==> src/design/scd_mul.sv <==
// ----------------------------------------------------------------------------
// scd_mul
// Shared signed 34 x 18 multiplier with a registered product.
// ----------------------------------------------------------------------------
`default_nettype none

module scd_mul (
  input  wire logic               clk_i,
  input  wire logic signed [33:0] a_i,
  input  wire logic signed [17:0] b_i,
  output logic signed [51:0]      p_o
);

  always_ff @(posedge clk_i) begin
    p_o <= 52'(a_i) * 52'(b_i);
  end

endmodule

`default_nettype wire

==> config.mk <==
export PLATFORM = sky130hd
export DESIGN_NAME = scd_mul
export DESIGN_NICKNAME = d
export VERILOG_FILES = /design/src/design/scd_mul.sv
export SDC_FILE = /design/constraint.sdc
export NUM_CORES = 2
export LEC_CHECK = 0
export BUFFER_PORTS_ARGS = -buffer_cell sky130_fd_sc_hd__buf_4
export CAP_MARGIN = 20
export CORE_AREA = 2 2 195 293
export DETAILED_ROUTE_END_ITERATION = 10
export DIE_AREA = 0 0 197 295
export MAX_ROUTING_LAYER = met4
export PLACE_DENSITY = 0.67
export SKIP_CTS_REPAIR_TIMING = 1
export SLEW_MARGIN = 20
export SYNTH_ARGS = -nofsm -noshare
export SYNTH_HDL_FRONTEND = slang
export SYNTH_SLANG_ARGS = --single-unit
==> constraint.sdc <==
create_clock -name clk_i -period 10 [get_ports clk_i]
set_input_delay 0.5 -clock clk_i [delete_from_list [all_inputs] [get_ports clk_i]]
set_output_delay 0.5 -clock clk_i [all_outputs]
set_load 0.05 [all_outputs]
==> qor.yml <==
syn_to_final_growth_pct: 6.413
period_needed_ps: 7171
die_area_um2: 58120
crit_type: "input port to flop"
start_util_pct: 39.84
crit_end: "p_o[41]"
critPathMostFrequentCell: "fa_1"
netlist-cell-type-count: 55
slew_headroom_pct: 27.10
hold_class: "input port to flop"
drv_slew: 0
drive_above_1_share_pct: 5.553
wl_per_cell_um: 19.59
netlist_area_um2: 22090
yosysWarnings: 0
start_kind: "input port"
cts_buffers: 5
fp-row-count: 106
pin_count: 105
clk_path_buf_depth: 2
synth_nets: 3193
hold_violations: 0
synthArstFlopShare_pct: 0
cp-startpoint: "b_i[9]"
path_cells: "buf_4 > nand2_1 > fa_1 > inv_1 > fa_1 > fa_1 > fa_1 > fa_1 > inv_1 > fa_1 > inv_1 > ha_1 > nand2_1 > nor2_1 > and3_1 > nand4_1 > o21ai_0 > nor2_1 > a31oi_1 > a21boi_0 > xnor2_1"
top_register: "p_o"
cp_slowest_stage_delay_ps: 590
ys.flop_type: "dfxtp_1"
num_vias: 16220
critPathRequiredTime_ps: 10250
tightestPinTransition_ps: 1088
mostFrequentLayoutCells: "inv_1, fa_1, nand2_1, and2_1, ha_1"
cp_max_fo: 34
grt_pass1_vias: 18640
drt-pass1-iter-count: 5
die_w_um: 197
antenna_found_initial: 1
fin_nets: 3193
drv_cap: 0
grt_pass1_wl_um: 100500
port_buffers: 104
routed_wirelength_um: 61370
final_core_util_pct: 42.39
clk_pin_slew_ps: 80
largest_reg_flops: 52
n_antenna_cell: 0
ant_nets: 0
synth_edf_count: 0
seq_area_frac_synth_pct: 4.713
timing.final.crit_share_pct: 71.71
grt_max_degree: 35
cp.arrival_ps: 7420
dieHeight_um: 295
rsz0062_at_grt: "no"
outcome: "finished, final reports clean"
core_um2: 55440
cts_tree: "yes"
fillerInstances: 5417
crit_family: "adder cells"
cpMaxStageDelayCell: "fa_1"
gp_congestion: 1.014
synthCells: 2430
dpl.hpwl_um: 49850
path_depth: 21
setup_viol_count_final: 0
layout_commonest_cell: "inv_1"
cts_sinks: 52
largestRegisters: "p_o (52)"
syn_avg_cell_area_um2: 9.089
root_buffer: "clkbuf_16"
fmax_mhz: 139.5
drt_iter0_markers: 958
synth_seq_cells: 52
vias_per_cell: 5.178
drc: 0
grt-ovfl-total: 0
path_buf_inv: 4
tns_ps: 0
htree_levels: 2
track_usage_pct: 23.51
end_kind: "flop"
-- Yosys cell counts (2+ instances only) --
library cell / instances / share of area (%)
a31oi_1: 7 / 0.20
a21boi_0: 2 / 0.068
or3_1: 2 / 0.057
a21o_2: 3 / 0.12
nor3_1: 6 / 0.14
nor2b_1: 10 / 0.28
a21o_1: 31 / 1.1
o21a_1: 3 / 0.10
a21oi_1: 37 / 0.84
a211oi_1: 3 / 0.10
o21bai_1: 7 / 0.24
xor2_1: 15 / 0.59
xnor2_1: 40 / 1.6
o21ai_1: 3 / 0.068
and3_2: 2 / 0.068
and2_1: 240 / 6.8
ha_1: 125 / 7.1
o2111ai_2: 2 / 0.14
clkbuf_1: 108 / 1.8
o41ai_1: 2 / 0.079
inv_1: 661 / 11
o21ai_0: 21 / 0.48
and3_1: 8 / 0.23
nand2_1: 360 / 6.1
nand2b_1: 8 / 0.23
o211ai_1: 2 / 0.068
nand4_1: 9 / 0.25
o31ai_1: 4 / 0.14
a21oi_2: 5 / 0.20
fa_1: 585 / 53
nand3_1: 4 / 0.091
and4_1: 2 / 0.079
dfxtp_1: 52 / 4.7
nor2_1: 40 / 0.68
-- per-stage QoR --
step	std cells	hold slack, ps	setup WS, ps	cell area, um^2
2_1_floorplan	2430	621.7	3714	22090
3_3_place_gp	3125	924.1	2069	23320
3_5_place_dp	3125	948.4	2475	23320
4_1_cts	3133	584.5	2816	23500
5_1_grt	3133	597.2	2563	23500
6_report	3133	599.5	2829	23500
-- cell families after synthesis --
logic type / synth area share [%]
buffers and inverters: 13.16
adder cells (fa/ha/maj): 60.11
AND/OR/NAND/NOR: 15.20
AO/OA/AOI/OAI: 4.640
XOR/XNOR: 2.181
flip-flops: 4.713
-- worst min path at each step --
stage	endpoint	depth (start not counted)	slack, ps	startpoint
floorplan	p_o[0]	1	620	b_i[0]
global placement	p_o[0]	2	920	a_i[0]
detailed placement	p_o[0]	2	950	a_i[0]
CTS	p_o[0]	2	580	a_i[0]
global route	p_o[0]	2	600	a_i[0]
finish	p_o[0]	2	600	a_i[0]
-- layer usage --
metal | share of wire [%] | track usage (%)
met5 | 0 | -
met2 | 52 | 41.02
met3 | 5.8 | 3.388
met4 | 8.1 | 16.12
met1 | 34 | 24.51
-- final cells by class --
cell class	instances	area, um^2	area share [%]
multi-input cells	1606	18140	77.18
inverters	661	2481	10.56
flip-flops and latches	52	1041	4.429
well taps	702	878.3	3.737
repair buffers	104	780.7	3.322
clock buffers	7	152.6	0.6495
clock inverters	1	30.03	0.1278
Power is not shown: default switching activity piles up to over one toggle a cycle in this logic, so the estimate is an artifact.
